### src/stl_pkg.sv
`default_nettype none

package stl_pkg;

    // Default width of the column and token length counters
    localparam int COLUMN_BITS_DEFAULT = 16;

    // Width of the start column field on the result channel
    localparam int START_COL_W = 16;

    // Most results that one input transfer can cause
    localparam int MAX_RESULTS = 3;

    // Input kinds
    localparam logic KIND_CHAR = 1'b0;
    localparam logic KIND_EOS  = 1'b1;

    // Result events
    typedef enum logic [1:0] {
        EV_CHAR    = 2'd0,
        EV_END     = 2'd1,
        EV_NEWLINE = 2'd2,
        EV_DONE    = 2'd3
    } event_t;

    // Lexer modes
    typedef enum logic [1:0] {
        MODE_NORMAL  = 2'd0,
        MODE_COMMENT = 2'd1,
        MODE_STRING  = 2'd2
    } lex_mode_t;

    // Characters with special meaning
    localparam logic [7:0] CH_LPAREN  = 8'h28;
    localparam logic [7:0] CH_RPAREN  = 8'h29;
    localparam logic [7:0] CH_QUOTE   = 8'h27;
    localparam logic [7:0] CH_NEWLINE = 8'h0A;
    localparam logic [7:0] CH_SPACE   = 8'h20;
    localparam logic [7:0] CH_DQUOTE  = 8'h22;
    localparam logic [7:0] CH_SEMI    = 8'h3B;

    // One result item
    typedef struct packed {
        event_t                   ev;
        logic [7:0]               token_char;
        logic                     is_string;
        logic [START_COL_W-1:0]   start_column;
    } result_t;

    // Results caused by one input transfer, in order from slot 0
    typedef struct packed {
        logic [1:0]                     count;
        result_t [MAX_RESULTS-1:0]      res;
    } bundle_t;

    function automatic result_t mk_result(event_t ev, logic [7:0] ch, logic str,
                                          logic [START_COL_W-1:0] col);
        result_t r;
        r.ev           = ev;
        r.token_char   = ch;
        r.is_string    = str;
        r.start_column = col;
        return r;
    endfunction

endpackage

`default_nettype wire

### src/scheme_token_lexer.sv
// scheme_token_lexer: Lisp s-expression tokenizer, one character per transfer.
//
// Input channel (s_*): tdata carries the character byte, tuser flags an
// end-of-stream mark. Output channel (m_*): one transfer per event (token
// character, token end with its type and start column, newline, stream
// finished); tlast marks the final event caused by one input transfer.
//
// Timing: the first event of an input appears on m_* in the cycle after the
// input transfer. An input causes zero to three events. Inputs with at most
// one event sustain one transfer per cycle while m_tready is high; an input
// with more events holds the output register until its last event leaves,
// when the next input is taken. The limit is the single output bundle register.
//
// Reset clears the mode, column and token length counters and empties the
// output register. When the receiver stalls, the pending event holds on m_*
// and s_tready stays low until the last event of the bundle is taken.
// End of stream ends any pending token and returns the lexer to reset state.

`default_nettype none

module scheme_token_lexer
    import stl_pkg::*;
#(
    parameter int COLUMN_BITS = COLUMN_BITS_DEFAULT
) (
    input  wire logic        clk,
    input  wire logic        rst_n,
    input  wire logic        s_tvalid,
    output logic             s_tready,
    input  wire logic [7:0]  s_tdata,   // [7:0] char_code
    input  wire logic [0:0]  s_tuser,   // [0] kind
    output logic             m_tvalid,
    input  wire logic        m_tready,
    output logic [23:0]      m_tdata,   // [7:0] token_char, [23:8] start_column
    output logic [2:0]       m_tuser,   // [1:0] event_res, [2] is_string
    output logic             m_tlast
);

    lex_mode_t              mode_reg, mode_next;
    logic [COLUMN_BITS-1:0] col_reg, col_next;
    logic [COLUMN_BITS-1:0] len_reg, len_next;
    bundle_t                dec_bundle;
    result_t [MAX_RESULTS-1:0] res_reg;
    logic [1:0]             cnt_reg;
    logic [1:0]             idx_reg;
    logic                   busy;
    logic                   on_last;
    logic                   s_xfer;
    logic                   m_xfer;
    result_t                cur;

    stl_decode #(
        .COLUMN_BITS (COLUMN_BITS)
    ) u_decode (
        .kind      (s_tuser[0]),
        .char_code (s_tdata),
        .mode      (mode_reg),
        .col       (col_reg),
        .len       (len_reg),
        .mode_next (mode_next),
        .col_next  (col_next),
        .len_next  (len_next),
        .bundle    (dec_bundle)
    );

    // Handshake
    assign busy     = (cnt_reg != 2'd0);
    assign on_last  = (idx_reg == cnt_reg - 2'd1);
    assign s_tready = !busy || (m_tready && on_last);
    assign s_xfer   = s_tvalid && s_tready;
    assign m_xfer   = m_tvalid && m_tready;

    // Present the current event
    assign cur      = res_reg[idx_reg];
    assign m_tvalid = busy;
    assign m_tdata  = {cur.start_column, cur.token_char};
    assign m_tuser  = {cur.is_string, cur.ev};
    assign m_tlast  = on_last;

    // Lexer state
    always_ff @(posedge clk or negedge rst_n)
    begin
        if (!rst_n)
        begin
            mode_reg <= MODE_NORMAL;
            col_reg  <= '0;
            len_reg  <= '0;
        end
        else if (s_xfer)
        begin
            mode_reg <= mode_next;
            col_reg  <= col_next;
            len_reg  <= len_next;
        end
    end

    // Output bundle: load on input transfer, advance on output transfer
    always_ff @(posedge clk or negedge rst_n)
    begin
        if (!rst_n)
        begin
            cnt_reg <= 2'd0;
            idx_reg <= 2'd0;
        end
        else if (s_xfer)
        begin
            cnt_reg <= dec_bundle.count;
            idx_reg <= 2'd0;
        end
        else if (m_xfer)
        begin
            // Empty the register once the last event leaves
            if (on_last)
            begin
                cnt_reg <= 2'd0;
                idx_reg <= 2'd0;
            end
            else
            begin
                idx_reg <= idx_reg + 2'd1;
            end
        end
    end

    // Bundle payload
    always_ff @(posedge clk)
    begin
        if (s_xfer)
        begin
            res_reg <= dec_bundle.res;
        end
    end

`ifndef ASSERT_OFF
    a_idx_in_range: assert property (@(posedge clk) disable iff (!rst_n)
        busy |-> (idx_reg < cnt_reg))
        else $error("result index beyond bundle count");

    a_done_is_last: assert property (@(posedge clk) disable iff (!rst_n)
        (m_tvalid && m_tuser[1:0] == EV_DONE) |-> m_tlast)
        else $error("stream finished event not last of its bundle");

    a_no_accept_mid_bundle: assert property (@(posedge clk) disable iff (!rst_n)
        (m_tvalid && !m_tlast) |-> !s_tready)
        else $error("input taken while bundle still has events");

    a_eos_resets: assert property (@(posedge clk) disable iff (!rst_n)
        (s_xfer && s_tuser[0] == KIND_EOS) |=>
        (col_reg == '0 && len_reg == '0 && mode_reg == MODE_NORMAL))
        else $error("end of stream did not restore reset state");
`endif

endmodule

`default_nettype wire

### src/stl_decode.sv
`default_nettype none

module stl_decode
    import stl_pkg::*;
#(
    parameter int COLUMN_BITS = COLUMN_BITS_DEFAULT
) (
    input  wire logic                   kind,
    input  wire logic [7:0]             char_code,
    input  wire lex_mode_t              mode,
    input  wire logic [COLUMN_BITS-1:0] col,
    input  wire logic [COLUMN_BITS-1:0] len,
    output lex_mode_t                   mode_next,
    output logic [COLUMN_BITS-1:0]      col_next,
    output logic [COLUMN_BITS-1:0]      len_next,
    output bundle_t                     bundle
);

    localparam logic [COLUMN_BITS-1:0] ONE = COLUMN_BITS'(1);
    localparam logic [COLUMN_BITS-1:0] TWO = COLUMN_BITS'(2);

    logic [COLUMN_BITS-1:0] col_inc;
    logic [COLUMN_BITS-1:0] len_inc;
    logic [COLUMN_BITS-1:0] col_pend;
    logic [COLUMN_BITS-1:0] col_eos;
    logic [COLUMN_BITS-1:0] col_str;
    logic [COLUMN_BITS-1:0] col_one;
    logic                   pend;
    result_t                pend_end;
    logic [1:0]             n;

    function automatic logic [COLUMN_BITS-1:0] sat_inc(logic [COLUMN_BITS-1:0] v);
        return (v == '1) ? v : v + ONE;
    endfunction

    assign col_inc  = sat_inc(col);
    assign len_inc  = sat_inc(len);
    assign pend     = (len != '0);

    // Start columns wrap at the counter width
    assign col_pend = col_inc - len - ONE;
    assign col_eos  = col - len;
    assign col_str  = col_inc - len - TWO;
    assign col_one  = col_inc - ONE;

    assign pend_end = mk_result(EV_END, 8'd0, 1'b0, START_COL_W'(col_pend));

    // Work out next state and the ordered list of results
    always_comb
    begin
        bundle    = '0;
        n         = 2'd0;
        mode_next = mode;
        col_next  = col;
        len_next  = len;

        if (kind == KIND_EOS)
        begin
            // Close any pending token, finish the stream, return to reset state
            if (pend)
            begin
                bundle.res[n] = mk_result(EV_END, 8'd0, 1'b0, START_COL_W'(col_eos));
                n = n + 2'd1;
            end
            bundle.res[n] = mk_result(EV_DONE, 8'd0, 1'b0, '0);
            n = n + 2'd1;
            mode_next = MODE_NORMAL;
            col_next  = '0;
            len_next  = '0;
        end
        else if (mode == MODE_COMMENT && char_code != CH_NEWLINE)
        begin
            // Drop comment text
            col_next = col_inc;
        end
        else if (mode == MODE_STRING)
        begin
            col_next = col_inc;
            if (char_code == CH_DQUOTE)
            begin
                bundle.res[n] = mk_result(EV_END, 8'd0, 1'b1,
                                          START_COL_W'(col_str));
                n = n + 2'd1;
                len_next  = '0;
                mode_next = MODE_NORMAL;
            end
            else
            begin
                bundle.res[n] = mk_result(EV_CHAR, char_code, 1'b0, '0);
                n = n + 2'd1;
                len_next = len_inc;
            end
        end
        else
        begin
            col_next  = col_inc;
            mode_next = MODE_NORMAL;
            unique case (char_code) inside
                CH_LPAREN, CH_RPAREN, CH_QUOTE:
                begin
                    if (pend)
                    begin
                        bundle.res[n] = pend_end;
                        n = n + 2'd1;
                    end
                    bundle.res[n] = mk_result(EV_CHAR, char_code, 1'b0, '0);
                    n = n + 2'd1;
                    bundle.res[n] = mk_result(EV_END, 8'd0, 1'b0,
                                              START_COL_W'(col_one));
                    n = n + 2'd1;
                    len_next = '0;
                end
                CH_NEWLINE:
                begin
                    if (pend)
                    begin
                        bundle.res[n] = pend_end;
                        n = n + 2'd1;
                    end
                    bundle.res[n] = mk_result(EV_NEWLINE, 8'd0, 1'b0, '0);
                    n = n + 2'd1;
                    col_next = '0;
                    len_next = '0;
                end
                CH_SPACE, CH_DQUOTE:
                begin
                    if (pend)
                    begin
                        bundle.res[n] = pend_end;
                        n = n + 2'd1;
                    end
                    len_next = '0;
                    if (char_code == CH_DQUOTE)
                    begin
                        mode_next = MODE_STRING;
                    end
                end
                CH_SEMI:
                begin
                    mode_next = MODE_COMMENT;
                end
                default:
                begin
                    bundle.res[n] = mk_result(EV_CHAR, char_code, 1'b0, '0);
                    n = n + 2'd1;
                    len_next = len_inc;
                end
            endcase
        end

        bundle.count = n;
    end

endmodule

`default_nettype wire

### config.mk
export PLATFORM = sky130hd
export DESIGN_NAME = scheme_token_lexer
export DESIGN_NICKNAME = d
export VERILOG_FILES = /design/src/stl_pkg.sv /design/src/scheme_token_lexer.sv /design/src/stl_decode.sv
export SDC_FILE = /design/constraint.sdc
export NUM_CORES = 1
export LEC_CHECK = 0
export BUFFER_PORTS_ARGS = -buffer_cell sky130_fd_sc_hd__buf_2
export CAP_MARGIN = 10
export CORE_UTILIZATION = 65
export CTS_CLUSTER_SIZE = 14
export DETAILED_ROUTE_END_ITERATION = 8
export PLACE_DENSITY = 0.82
export SLEW_MARGIN = 20
export SYNTH_ARGS = -nofsm -noshare
export SYNTH_HDL_FRONTEND = slang
export SYNTH_SLANG_ARGS = --single-unit
### constraint.sdc
create_clock -name clk -period 10.9 [get_ports clk]
set_clock_uncertainty 0.05 [all_clocks]
set_input_delay 1.635 -clock clk [delete_from_list [all_inputs] [get_ports clk]]
set_output_delay 1.635 -clock clk [all_outputs]
set_load 0.02 [all_outputs]
==> results.yml, run 1 <==
run_status:
  run_status: "complete, no violations"
final_layout:
  largest_register_ffs: 70
  layout_common_cells: "103 x nor2_1, 76 x nand2_1, 70 x edfxtp_1"
  num-fill-cells: 919
  antennaDiodeCount: 0
  drive_gt1_frac: 0.111
  layout_commonest_cell: "nor2_1"
  nets: 967
  final_cells: 1066
  regArea_sq_mm: 0.00305
  multi_input_area_sq_mm: 0.00463
  area_growth_pct: 7.00
power:
  netSwitchingFraction: 0.490
  clkPwrFrac: 0.128
  p_per_area_mw_per_mm2: 298
  pwr-share-seq: 0.248
  max-vdd-ir-drop_mv: 0.186
  p_leak_nw: 3.53
  internal-power_w: 0.00130
  p_sw_w: 0.00125
  comb_power_share: 0.624
setup_path:
  cp_max_fo: 9
  endpoint_kind: "flop"
  required_ps: 10960
  crit_arrival_ps: 5470
  path_class: "flop to flop"
  start_kind: "flop"
floorplanning:
  coreArea_sq_mm: 0.0120
  ios: 43
  dieWidth_um: 113
  dieArea_sq_mm: 0.0128
  row_count: 40
  initial_core_util: 0.669
  die_h_um: 113
route:
  wirelength_mm: 21.9
  met1_length_mm: 9.25
  avgRoutedWirePerCell_um: 20.6
  dr.pass1.iters: 6
  vias: 7023
  top_layer: "met4"
  drc: 0
  wl_met2_mm: 10.1
  ant_nets: 0
  drt_iter0_markers: 883
  routed_via_density: 6.59
  met3WireLength_mm: 1.84
clock_network:
  cts.path.max_buffers: 2
  post_cts_buffers: 0
  clk_pin_slew_ps: 80
  insertion_delay_ps: 370
  htreeDepth: 3
  numCtsBuffers: 9
  cts_hold_buf: 0
  clockRootBuffer: "clkbuf_16"
  cts_tree: "built"
  cts.repair.resized: 0
  cts_sinks: 108
sta:
  rsz0062_at_grt: "no"
  fmaxAchievable_mhz: 185
  relSlewSlack: 0.362
  finalHoldViolCount: 0
  tightest_slew_ps: 957
  period_needed_ps: 5410
  period_share: 0.496
  setup_violations: 0
  drv_slew: 0
  fin_setup_tns_ps: 0
yosys:
  synth_cell_types: 86
  synth_top_cell_by_area: "edfxtp_1"
  yosys_warnings: 0
  seq_area_frac_synth: 0.380
  synth_area_leaders: "edfxtp_1 26%, dfrtp_1 12%, ha_1 5.9%"
  synth_seq_cells: 108
  syn-cell-area_sq_mm: 0.00803
  synth-edff-count: 70
  avgSynthCellArea_sq_um: 9.02
  async_reset_ff_frac: 0.352
  synth_top_cell_area_share: 0.262
  synth_flop_cell: "edfxtp_1"
  netlist_instances: 890
placed_design:
  port_buffers: 42
  place.gp.congestion: 1.02
  hpwl_mm: 16.7
  dp_cells: 1050
grt:
  grt_first_pass_wirelength_mm: 34.0
  grt_usage: 0.350
  grt_remaining_overflow: 0
  antenna_found_initial: 0
  grt_max_degree: 59
  grt_pass1_vias: 6455
min_path:
  hold_path.class: "flop to flop"
run:
  cap_violations: 0
==> cells in the mapped netlist (all sizes together) (8+ instances only) <==
cell	instances
o22ai	15
xnor2	48
and3	13
a21o	16
a22o	8
buf	15
and2	12
inv	48
xor2	16
nand3	24
nor3	24
o21ai	73
nor4	10
a21oi	45
ha	38
nand2	78
dfrtp	38
mux2i	32
nand2b	15
edfxtp	70
nand4	13
nor2	107
clkbuf	22
==> layout make-up <==
cell class | instances | area share
Timing Repair Buffer | 48 | 0.0297
Tap cell | 147 | 0.0214
Inverter | 48 | 0.0210
Multi-Input combinational cell | 699 | 0.539
Sequential cell | 108 | 0.355
Clock inverter | 7 | 0.00772
Clock buffer | 9 | 0.0262
==> routing by layer <==
metal	vias up	global-route usage
li1	3270	-
met1	3321	0.475
met2	371	0.571
met3	61	0.0461
met4	0	0.137
met5	-	0
==> kinds of logic (layout without fill, tap and decap cells) <==
logic type	count (synthesis)	count (layout)	synth area share
AND/OR/NAND/NOR	336	336	0.218
AO/OA/AOI/OAI	222	222	0.180
flip-flops	108	108	0.380
buffers and inverters	85	112	0.0447
XOR/XNOR	64	64	0.0698
adder cells (fa/ha/maj)	40	40	0.0642
multiplexers	34	34	0.0427
other	1	3	0.000467
==> through the flow <==
stage	hold slack, ps	area (sq um)	setup slack (ps)	total power, W	util
floorplan	400	8040	6410	0.00178	-
global placement	414	8300	5860	0.00215	0.691
detailed placement	420	8300	5670	0.00219	0.691
CTS	435	8590	5600	0.00252	0.715
global route	476	8590	5040	0.00269	0.715
finish	436	8590	5490	0.00256	0.715
==> power groups by stage <==
| stage | logic (W) | clock network [W] | registers [W] |
|---|---|---|---|
| floorplan | 0.00115 | 0 | 0.000623 |
| global placement | 0.00151 | 0 | 0.000638 |
| detailed placement | 0.00155 | 0 | 0.000644 |
| CTS | 0.00156 | 0.000328 | 0.000634 |
| global route | 0.00171 | 0.000340 | 0.000646 |
| finish | 0.00160 | 0.000328 | 0.000634 |
==> critical path: stages, from the launching register on <==
cell and delay (ps):
dfrtp_1 480, ha_1 340, nand3_2 220, nor3_1 480, nand2_2 280, xnor2_1 370, inv_1 110, ha_1 230
fa_1 430, xor2_1 410, ha_1 330, nand3_1 110, a21oi_1 240, nand3_1 240, a221oi_1 340, a311oi_1 140
a311o_1 340
==> path summary, 6_finish.rpt <==
path                                        start                      to  slack (ps)  cells after the start
max                        col_reg[1]$_DFFE_PN0P_   res_reg[15]$_DFFE_PP_        5490                     16
min                        cnt_reg[1]$_DFFE_PN0P_  cnt_reg[1]$_DFFE_PN0P_         440                      2
max reg2reg                col_reg[1]$_DFFE_PN0P_   res_reg[15]$_DFFE_PP_        5490                     16
min reg2reg                cnt_reg[1]$_DFFE_PN0P_  cnt_reg[1]$_DFFE_PN0P_         440                      2
max in group asynchronous                   rst_n  col_reg[0]$_DFFE_PN0P_        8830                      1
min in group asynchronous                   rst_n  idx_reg[0]$_DFFE_PN0P_        1350                      1
No activity file was read; power rests on OpenSTA's default activity.
==> run 2: changes to the inputs <==
--- a/config.mk
+++ b/config.mk
@@ -7,10 +7,10 @@
 export LEC_CHECK = 0
 export BUFFER_PORTS_ARGS = -buffer_cell sky130_fd_sc_hd__buf_2
 export CAP_MARGIN = 10
-export CORE_UTILIZATION = 65
+export CORE_UTILIZATION = 57
 export CTS_CLUSTER_SIZE = 14
 export DETAILED_ROUTE_END_ITERATION = 8
-export PLACE_DENSITY = 0.82
+export PLACE_DENSITY = 0.76
 export SLEW_MARGIN = 20
 export SYNTH_ARGS = -nofsm -noshare
 export SYNTH_HDL_FRONTEND = slang
==> constraint.sdc (replaced) <==
create_clock -name clk -period 4.5 [get_ports clk]
set_clock_uncertainty 0.05 [all_clocks]
set_input_delay 0.675 -clock clk [delete_from_list [all_inputs] [get_ports clk]]
set_output_delay 0.675 -clock clk [all_outputs]
set_load 0.02 [all_outputs]
==> run 2 against run 1 <==
  * Die area increased by 14%
  * Clock-buffer cell count increased by 1
  * Final cell count increased by 6.1%
  * Routed wire length decreased by 1.8%
==> results.yml, run 2 (synthesis gave the netlist of run 1 again) <==
power:
  clkPwrFrac: 0.137
  pwr-share-seq: 0.238
  comb_power_share: 0.625
  p_sw_w: 0.00302
  p_per_area_mw_per_mm2: 723
  p_leak_nw: 3.72
  max-vdd-ir-drop_mv: 0.336
  netSwitchingFraction: 0.466
  total_power_w: 0.00648
  internal-power_w: 0.00346
route:
  ant_nets: 0
  drt_iter0_markers: 711
  vias: 6954
  wirelength_mm: 21.5
  routed_via_density: 6.15
  met1_length_mm: 9.47
  wl_met2_mm: 9.78
  avgRoutedWirePerCell_um: 19.1
  dr.pass1.iters: 7
  drc: 0
  top_layer: "met4"
  met3WireLength_mm: 1.65
run:
  cap_violations: 0
grt:
  grt_max_degree: 43
  grt_usage: 0.303
  grt_first_pass_wirelength_mm: 33.6
  antenna_found_initial: 0
  grt_remaining_overflow: 0
  grt_pass1_vias: 6342
final_layout:
  nets: 999
  layout_common_cells: "103 x nor2_1, 76 x nand2_1, 70 x edfxtp_1"
  antennaDiodeCount: 0
  final_cells: 1131
  largest_register_ffs: 70
  drive_gt1_frac: 0.147
  layout_commonest_cell: "nor2_1"
  area_growth_pct: 11.6
  stdcell_area_sq_mm: 0.00896
setup_path:
  crit_arrival_ps: 4410
  cp_max_fo: 6
  worst-path-buf-inv: 1
  start_kind: "flop"
  cpMaxStageDelayCell: "dfrtp_1"
  endpoint_kind: "flop"
  cpLargestDelayFamily: "compound AO/OA/AOI/OAI gates"
  worstPathCellList: "nand3_2, nor4_4, a21oi_2, buf_4, nor2_1, ha_2, o21a_1, a21boi_2, o21ai_1, o31ai_2, a21o_1, a21oi_1, xor2_1, a311oi_1, a311o_1"
  cp_slowest_stage_delay_ps: 480
  required_ps: 4560
  path_class: "flop to flop"
floorplanning:
  coreArea_sq_mm: 0.0138
  row_count: 43
  die_h_um: 121
  ios: 43
  initial_core_util: 0.581
  dieWidth_um: 121
  dieArea_sq_mm: 0.0146
clock_network:
  numCtsBuffers: 9
  cts_sinks: 108
  insertion_delay_ps: 360
  clk_pin_slew_ps: 80
  htreeDepth: 3
  clockRootBuffer: "clkbuf_16"
  post_cts_buffers: 0
  cts_tree: "built"
  cts.path.max_buffers: 2
sta:
  period_share: 0.966
  setup_violations: 0
  rsz0062_at_grt: "no"
  fin_setup_tns_ps: 0
  finalHoldViolCount: 0
  tightest_slew_ps: 915
  fin_ws_ps: 151
  relSlewSlack: 0.389
  drv_slew: 0
  period_needed_ps: 4350
  fmaxAchievable_mhz: 230
min_path:
  hold_path.class: "input pin to asynchronous set/reset pin"
placed_design:
  hpwl_mm: 16.4
  dp_cells: 1114
  place.gp.congestion: 0.954
  placed_area_sq_mm: 0.00858
  dp_slack_ps: 223
  port_buffers: 42
run_status:
  run_status: "complete, no violations"
-- run 2: changes by cell type in the layout (fill, tap and decap cells not counted), moves of 2 or more --
| cell | change |
|---|---|
| bufinv_16 | +2 |
| buf_12 | +2 |
| inv_6 | +2 |
| buf_4 | +30 |
-- run 2: repair_timing --
item / CTS / global route
hold buffers: 0 / 0
endpoints found under the setup margin: 0 / 8
resized for setup: 0 / 8
-- run 2: routing by layer --
| metal | track usage | vias to the layer above |
|---|---|---|
| met4 | 0.112 | 0 |
| met1 | 0.406 | 3297 |
| met2 | 0.481 | 278 |
| met5 | 0 | - |
| li1 | - | 3340 |
| met3 | 0.0656 | 39 |
-- run 2: cell type report --
type | instances | area [sq um]
multi-input cells | 699 | 4660
flip-flops and latches | 108 | 3050
fillers | 1179 | 4860
well taps | 180 | 225
repair buffers | 80 | 520
clock inverters | 6 | 95.1
inverters | 48 | 180
clock buffers | 10 | 229
-- run 2: path summary, 6_finish.rpt --
kind | startpoint | end | slack [ps] | depth (start not counted)
worst min-delay path | rst_n | col_reg[5]$_DFFE_PN0P_ | 160 | 1
min in group clk | cnt_reg[1]$_DFFE_PN0P_ | cnt_reg[1]$_DFFE_PN0P_ | 480 | 2
worst max register to register | col_reg[13]$_DFFE_PN0P_ | res_reg[15]$_DFFE_PP_ | 150 | 15
worst min register to register | cnt_reg[1]$_DFFE_PN0P_ | cnt_reg[1]$_DFFE_PN0P_ | 480 | 2
worst max-delay path | col_reg[13]$_DFFE_PN0P_ | res_reg[15]$_DFFE_PP_ | 150 | 15
max in group asynchronous | rst_n | mode_reg[1]$_DFFE_PN0P_ | 3770 | 2
-- run 2: through the flow --
stage                     hold slack (ps)  utilization
after floorplan                       329            -
after global routing                  163        0.648
after CTS                             466        0.644
after detailed placement              467        0.621
after global placement                423        0.621
final                                 155        0.648
-- run 2: power groups by stage --
| stage | sequential, W | clock, W | combinational (W) |
|---|---|---|---|
| after floorplan | 0.00151 | 0 | 0.00279 |
| after global routing | 0.00156 | 0.000929 | 0.00436 |
| after CTS | 0.00154 | 0.000899 | 0.00393 |
| after detailed placement | 0.00156 | 0 | 0.00390 |
| after global placement | 0.00154 | 0 | 0.00388 |
| final | 0.00154 | 0.000888 | 0.00405 |
==> run 3: changes to the inputs <==
--- a/config.mk
+++ b/config.mk
@@ -11,6 +11,7 @@
 export CTS_CLUSTER_SIZE = 14
 export DETAILED_ROUTE_END_ITERATION = 8
 export PLACE_DENSITY = 0.76
+export RECOVER_POWER = 50
 export SLEW_MARGIN = 20
 export SYNTH_ARGS = -nofsm -noshare
 export SYNTH_HDL_FRONTEND = slang
==> run 3 against run 2 <==
  * The flow now finishes with violations (max-capacitance violations, max-slew violations)
  * Combinational power decreased by 1%
  * Critical path type unchanged
  * Power decreased by 0.73%
  * Critical path depth unchanged
  * Die area unchanged
  * Sequential power about the same
  * Sequential share of layout area increased by 0.39 points
  * Non-clock buffer count unchanged
  * Register-to-register slack got worse by 40 ps
  * First-iteration DRC count decreased by 2.0%
  * Global-route usage unchanged
  * Clock power about the same
  * Clock-buffer cell count unchanged
==> results.yml, run 3 (synthesis gave the netlist of run 1 again) <==
setup_path:
  start_kind: "flop"
  cp_max_fo: 6
  cpMaxStageDelayCell: "dfrtp_1"
  cp_slowest_stage_delay_ps: 480
  cpLargestDelayFamily: "compound AO/OA/AOI/OAI gates"
  worstPathCellList: "nand3_2, nor4_4, a21oi_2, buf_4, nor2_1, ha_2, o21a_1, a21boi_2, o21ai_1, o31ai_2, a21o_1, a21oi_1, xor2_1, a311oi_1, a311o_1"
  required_ps: 4560
  worst-path-buf-inv: 1
  path_class: "flop to flop"
  endpoint_kind: "flop"
  crit_arrival_ps: 4450
route:
  vias: 6939
  dr.pass1.iters: 6
  wirelength_mm: 21.6
  avgRoutedWirePerCell_um: 19.1
  drt_iter0_markers: 697
  routed_via_density: 6.14
  drc: 0
  ant_nets: 0
grt:
  grtUsageMet3: 0.0656
  grt_usage: 0.303
  grt_pass1_vias: 6342
  use_met1: 0.406
  grt_busiest_layer: "met2"
  antenna_found_initial: 0
  grt_remaining_overflow: 0
  grt_max_degree: 43
  grt_first_pass_wirelength_mm: 33.6
  grt_use_met2: 0.481
sta:
  fmaxAchievable_mhz: 228
  fin_setup_tns_ps: 0
  period_needed_ps: 4390
  fin_ws_ps: 109
  drv_slew: 62
  period_share: 0.976
  rsz0062_at_grt: "no"
  relSlewSlack: -0.238
  finalHoldViolCount: 0
  setup_violations: 0
  tightest_slew_ps: 1860
clock_network:
  cts_tree: "built"
  clockRootBuffer: "clkbuf_16"
  htreeDepth: 3
  numCtsBuffers: 9
  clk_pin_slew_ps: 70
  cts_sinks: 108
  post_cts_buffers: 0
  cts.path.max_buffers: 2
  insertion_delay_ps: 360
final_layout:
  area_growth_pct: 10.3
  largest_register_ffs: 70
  nets: 999
  layout_common_cells: "104 x nor2_1, 76 x nand2_1, 70 x edfxtp_1"
  drive_gt1_frac: 0.104
  layout_commonest_cell: "nor2_1"
  antennaDiodeCount: 0
power:
  pwr-share-seq: 0.239
  comb_power_share: 0.623
  p_per_area_mw_per_mm2: 726
  internal-power_w: 0.00340
  netSwitchingFraction: 0.471
  p_leak_nw: 3.60
  clkPwrFrac: 0.138
  p_sw_w: 0.00303
  max-vdd-ir-drop_mv: 0.334
placed_design:
  port_buffers: 42
  place.gp.congestion: 0.954
  dp_slack_ps: 223
  hpwl_mm: 16.4
floorplanning:
  ios: 43
  dieArea_sq_mm: 0.0146
  initial_core_util: 0.581
  row_count: 43
  die_h_um: 121
  dieWidth_um: 121
  coreArea_sq_mm: 0.0138
run:
  cap_violations: 2
min_path:
  hold_path.class: "input pin to asynchronous set/reset pin"
run_status:
  run_status: "complete, but fails checks"
  violations: "max-capacitance violations, max-slew violations"
==> run 3: power by group through the flow <==
stage / registers, W / logic [W] / clock network, W
after floorplan: 0.00151 / 0.00279 / 0
after detailed placement: 0.00156 / 0.00390 / 0
final: 0.00154 / 0.00400 / 0.000888
after global routing: 0.00156 / 0.00430 / 0.000929
after global placement: 0.00154 / 0.00388 / 0
after CTS: 0.00154 / 0.00393 / 0.000899
==> run 3: per-stage QoR <==
stage	instances	util	instance area (sq um)	hold WS [ps]	power, W
2_1_floorplan	892	-	8040	329	0.00430
3_3_place_gp	1114	0.621	8580	423	0.00542
3_5_place_dp	1114	0.621	8580	467	0.00546
4_1_cts	1130	0.644	8910	466	0.00637
5_1_grt	1131	0.641	8860	321	0.00679
6_report	1131	0.641	8860	280	0.00643
==> run 3: per-layer routing <==
metal | vias up | wire length (um)
met5 | - | 0
met4 | 0 | 653
met3 | 37 | 1700
met2 | 266 | 9740
met1 | 3285 | 9470
li1 | 3351 | -
==> run 3: repair_timing <==
action	4_1_cts	5_1_grt
hold buffers	0	0
resized for setup	0	8
setup endpoints to repair	0	8
==> run 3: final cells by class <==
cell class	count	area, sq um
clock buffer	10	229
clock inverter	6	95.1
fill	1207	4970
inverter	48	180
multi-input combinational	699	4630
sequential	108	3050
tap	180	225
timing repair buffer	80	448
==> run 3: final timing paths <==
check                                        startpoint                      end  slack, ps  cells after the start
worst max-delay path            col_reg[13]$_DFFE_PN0P_    res_reg[15]$_DFFE_PP_        110                     15
worst min-delay path                              rst_n   col_reg[5]$_DFFE_PN0P_        280                      1
worst max register to register  col_reg[13]$_DFFE_PN0P_    res_reg[15]$_DFFE_PP_        110                     15
worst min register to register   cnt_reg[1]$_DFFE_PN0P_   cnt_reg[1]$_DFFE_PN0P_        480                      2
max in group asynchronous                         rst_n  mode_reg[1]$_DFFE_PN0P_       2130                      2
min in group clk                 cnt_reg[1]$_DFFE_PN0P_   cnt_reg[1]$_DFFE_PN0P_        480                      2
==> run 3: worst reg2reg max path, delay by kind of cell (launching register included) <==
family	cells	cell delay [ps]
compound gates	9	1810
xor+xnor	1	370
fa+ha+maj	1	380
buf+inv	1	180
flops	1	480
simple gates	3	880
